### src/rtl/core/bmhq_ram.sv
// ----------------------------------------------------------------------------
// bmhq_ram: generic RAM, one write port, two registered read ports
// Read data appears in the cycle after the address is presented.
// ----------------------------------------------------------------------------
`default_nettype none

module bmhq_ram #(
  parameter int WIDTH = 8,
  parameter int DEPTH = 16
) (
  input  wire logic                             clk,
  input  wire logic                             we,
  input  wire logic [$clog2(DEPTH)-1:0]         wa,
  input  wire logic [WIDTH-1:0]                 wd,
  input  wire logic [$clog2(DEPTH)-1:0]         ra0,
  input  wire logic [$clog2(DEPTH)-1:0]         ra1,
  output logic      [WIDTH-1:0]                 rd0,
  output logic      [WIDTH-1:0]                 rd1
);

  logic [WIDTH-1:0] mem [DEPTH];

  always_ff @(posedge clk) begin
    if (we) begin
      mem[wa] <= wd;
    end
    rd0 <= mem[ra0];
    rd1 <= mem[ra1];
  end

endmodule

`default_nettype wire

### config.mk
export PLATFORM = sky130hd
export DESIGN_NAME = bmhq_ram
export DESIGN_NICKNAME = d
export VERILOG_FILES = /design/src/rtl/core/bmhq_ram.sv
export SDC_FILE = /design/constraint.sdc
export NUM_CORES = 1
export LEC_CHECK = 0
export BUFFER_PORTS_ARGS = -buffer_cell sky130_fd_sc_hd__buf_4
export CORE_UTILIZATION = 60
export DETAILED_ROUTE_END_ITERATION = 10
export PLACE_DENSITY_LB_ADDON = 0.25
export SLEW_MARGIN = 20
export SYNTH_ARGS = -nofsm -noshare
export SYNTH_HDL_FRONTEND = slang
export SYNTH_SLANG_ARGS = --single-unit
### constraint.sdc
create_clock -name clk -period 2.2 [get_ports clk]
set_clock_uncertainty 0.2 [all_clocks]
set_input_delay 0.11 -clock clk [delete_from_list [all_inputs] [get_ports clk]]
set_output_delay 0.11 -clock clk [all_outputs]
set_load 0.01 [all_outputs]
==> reports/qor.yml <==
status: "finished, final reports clean"
wl_per_cell_um: 27.8
synth.avg_cell_area_um2: 20.7
synth_ff_type: "edfxtp_1"
antenna_found_initial: 0
area.growth.synth_to_final_pct: 21.5
firstDrtPassIters: 6
syn_inst: 307
numCtsBuffers: 17
synth_commonest_cells: "edfxtp_1, mux4_2, a22oi_1"
wl_met1_mm: 5.87
worst_pin_slew_ns: 0.508
cp.arrival_ns: 2.16
num_rows: 37
period_share_pct: 96.8
synth_top_cells_by_area: "edfxtp_1, mux4_2, mux4_1"
grt_pass1_vias: 3786
finalMaxSlewViolations: 0
wl_met2_mm: 7.60
hold_viol_final: 0
root_buffer: "clkbuf_8"
synth_area_um2: 6350
io_buffers: 37
gp_congestion: 0.758
max_freq_ghz: 0.470
required_ns: 2.24
cp_num_buf_inv: 4
cts.sinks: 144
diodes: 0
max_cap_viol_count: 0
dp_hpwl_mm: 9.31
synth_top_area_cell: "edfxtp_1"
via_count: 3689
ys_ff_latch: 144
layout.nets: 416
whs_path_depth: 4
power_leakage_nw: 2.73
cts_max_level: 4
drtIter0Drc: 438
crit_start: "wa[3]"
final_area_um2: 7710
endpoint: "mem[5][6]"
ff2ff_setup_slack_ns: 0.17
die_area_um2: 11000
ios: 38
cp-start-kind: "input pin"
synth_edf_count: 128
ir_drop_v: 0.000705
ys_types: 20
drive_gt1_share_pct: 32.9
synth_nets: 329
wl_mm: 15.1
seq_area_frac_synth_pct: 65.6
async_flop_share_pct: 0
yosysWarnings: 0
drc_errors: 0
reg2reg_from: "mem[5][0]"
fillers: 571
relSlewSlack_pct: 66.1
final_util_pct: 75.0
p_total_mw: 6.59
power_density_nw_per_um2: 855
grt_pass1_wl_mm: 22.2
cts_tree: "built"
grtUsageTotal_pct: 29.3
die_w_um: 105
min_period_ns: 2.13
reg2reg_depth: 4
grt_max_degree: 33
fp.dieH_um: 105
start_util_pct: 61.7
wl_met3_mm: 1.42
slowest_stage: "dlygate4sd3_1"
clkTransAtPathRegs_ns: 0.06
clockBufferDepth: 2
dpl_cell_area_um2: 6880
max_stage_delay_ns: 0.63
ant_nets: 0
setup_viol: 0
worstPathMaxFanout: 5
grt_overflow: 0
postCtsSetupBuffers: 0
criticalPathCategory: "input pin to register"
crit_chain: "dlygate4sd3_1 > buf_4 > nand3b_1 > dlygate4sd3_1 > nor2_1 > buf_4"
worstReg2RegEnd: "rd1[0]"
hp-class: "input pin to register"
clk_latency_ns: 0.52
cp_top_family: "buffers and inverters"
cp-end-kind: "register"
vias_per_cell: 6.79
fp.coreArea_um2: 10300
highest_layer: "met4"
cp_num_cells: 6
yosys.area.top_type_share_pct: 60.6
synthMostInstantiatedCell: "edfxtp_1"
cells by family after synthesis:
logic type | Yosys count | share of synthesized area [%]
DFF | 144 | 65.6
muxes | 64 | 24.4
and+or+nand+nor | 47 | 3.43
AOI/OAI and AO/OA | 32 | 3.79
buffers and inverters | 20 | 2.72
how the worst min path moves through the flow:
stage,start,to,slack (ns)
after detailed placement,wd[6],mem[6][6],0.22
after global routing,ra1[1],rd1[1],0.03
after global placement,wd[4],mem[1][4],0.21
after floorplan,wd[0],mem[0][0],0.009
after CTS,ra1[1],rd1[1],0.009
final,ra1[1],rd1[1],0.04
area by class of cell:
cell class              instances  area, um^2  share of cell area, %
clock inverters                10         163                   2.11
well taps                     136         170                   2.21
clock buffers                  22         443                   5.74
multi-input cells             143        2010                   26.1
repair buffers                 88         758                   9.83
flip-flops and latches        144        4160                   54.0
timing repair:
| item | in CTS | in global routing |
|---|---|---|
| setup endpoints to repair | 0 | 11 |
| resized for setup | 0 | 4 |
| hold buffers | 22 | 0 |
| endpoints found under the hold margin | 189 | 0 |
layout by cell type, fill, tap and decap left out:
cell and n:
nor2_1 12, nor3_1 4, buf_6 2, mux4_4 2, buf_12 3, mux4_1 28
nand2_1 17, a22oi_1 32, edfxtp_1 128, clkbuf_1 4, nand3b_1 2, clkinv_2 2
clkbuf_8 2, nor2b_1 2, dlygate4sd3_1 21, and2b_1 2, nor2_2 2, clkinvlp_4 2
and2_1 2, or3b_2 1, clkbuf_16 16, mux4_2 34, nand3_1 1, clkinv_4 2
buf_4 62, nand2b_1 2, bufinv_16 4, dfxtp_1 16
through the flow:
step	TNS (ns)	std cells	hold WS, ns	worst slack, ns
floorplan	0	307	0.00887	0.397
global placement	0	490	0.211	0.284
detailed placement	0	490	0.222	0.252
CTS	0	544	0.00892	0.0341
global route	-0.0260	543	0.0298	-0.0118
finish	0	543	0.0364	0.0705
state kept, by name, indices dropped and copies added, names as in the netlist:
name / count
mem: 128
rd0: 8
rd1: 8
routing by layer:
layer,global-route usage (%),vias up
met5,0,-
met4,10.7,0
met3,7.49,26
met2,46.3,238
met1,40.1,1908
li1,-,1517
worst reg2reg max path, cell delays in order, from the launching register on:
cell and delay (ns):
edfxtp_1 0.40, mux4_1 0.54, a22oi_1 0.15, nand2_1 0.06, dlygate4sd3_1 0.55
report_power, final:
group / internal (mW) / switching [mW]
Clock: 1.87 / 1.08
Combinational: 0.273 / 0.268
Sequential: 3.06 / 0.0377
Total: 5.21 / 1.38
Power figures use the tool's default switching activity.
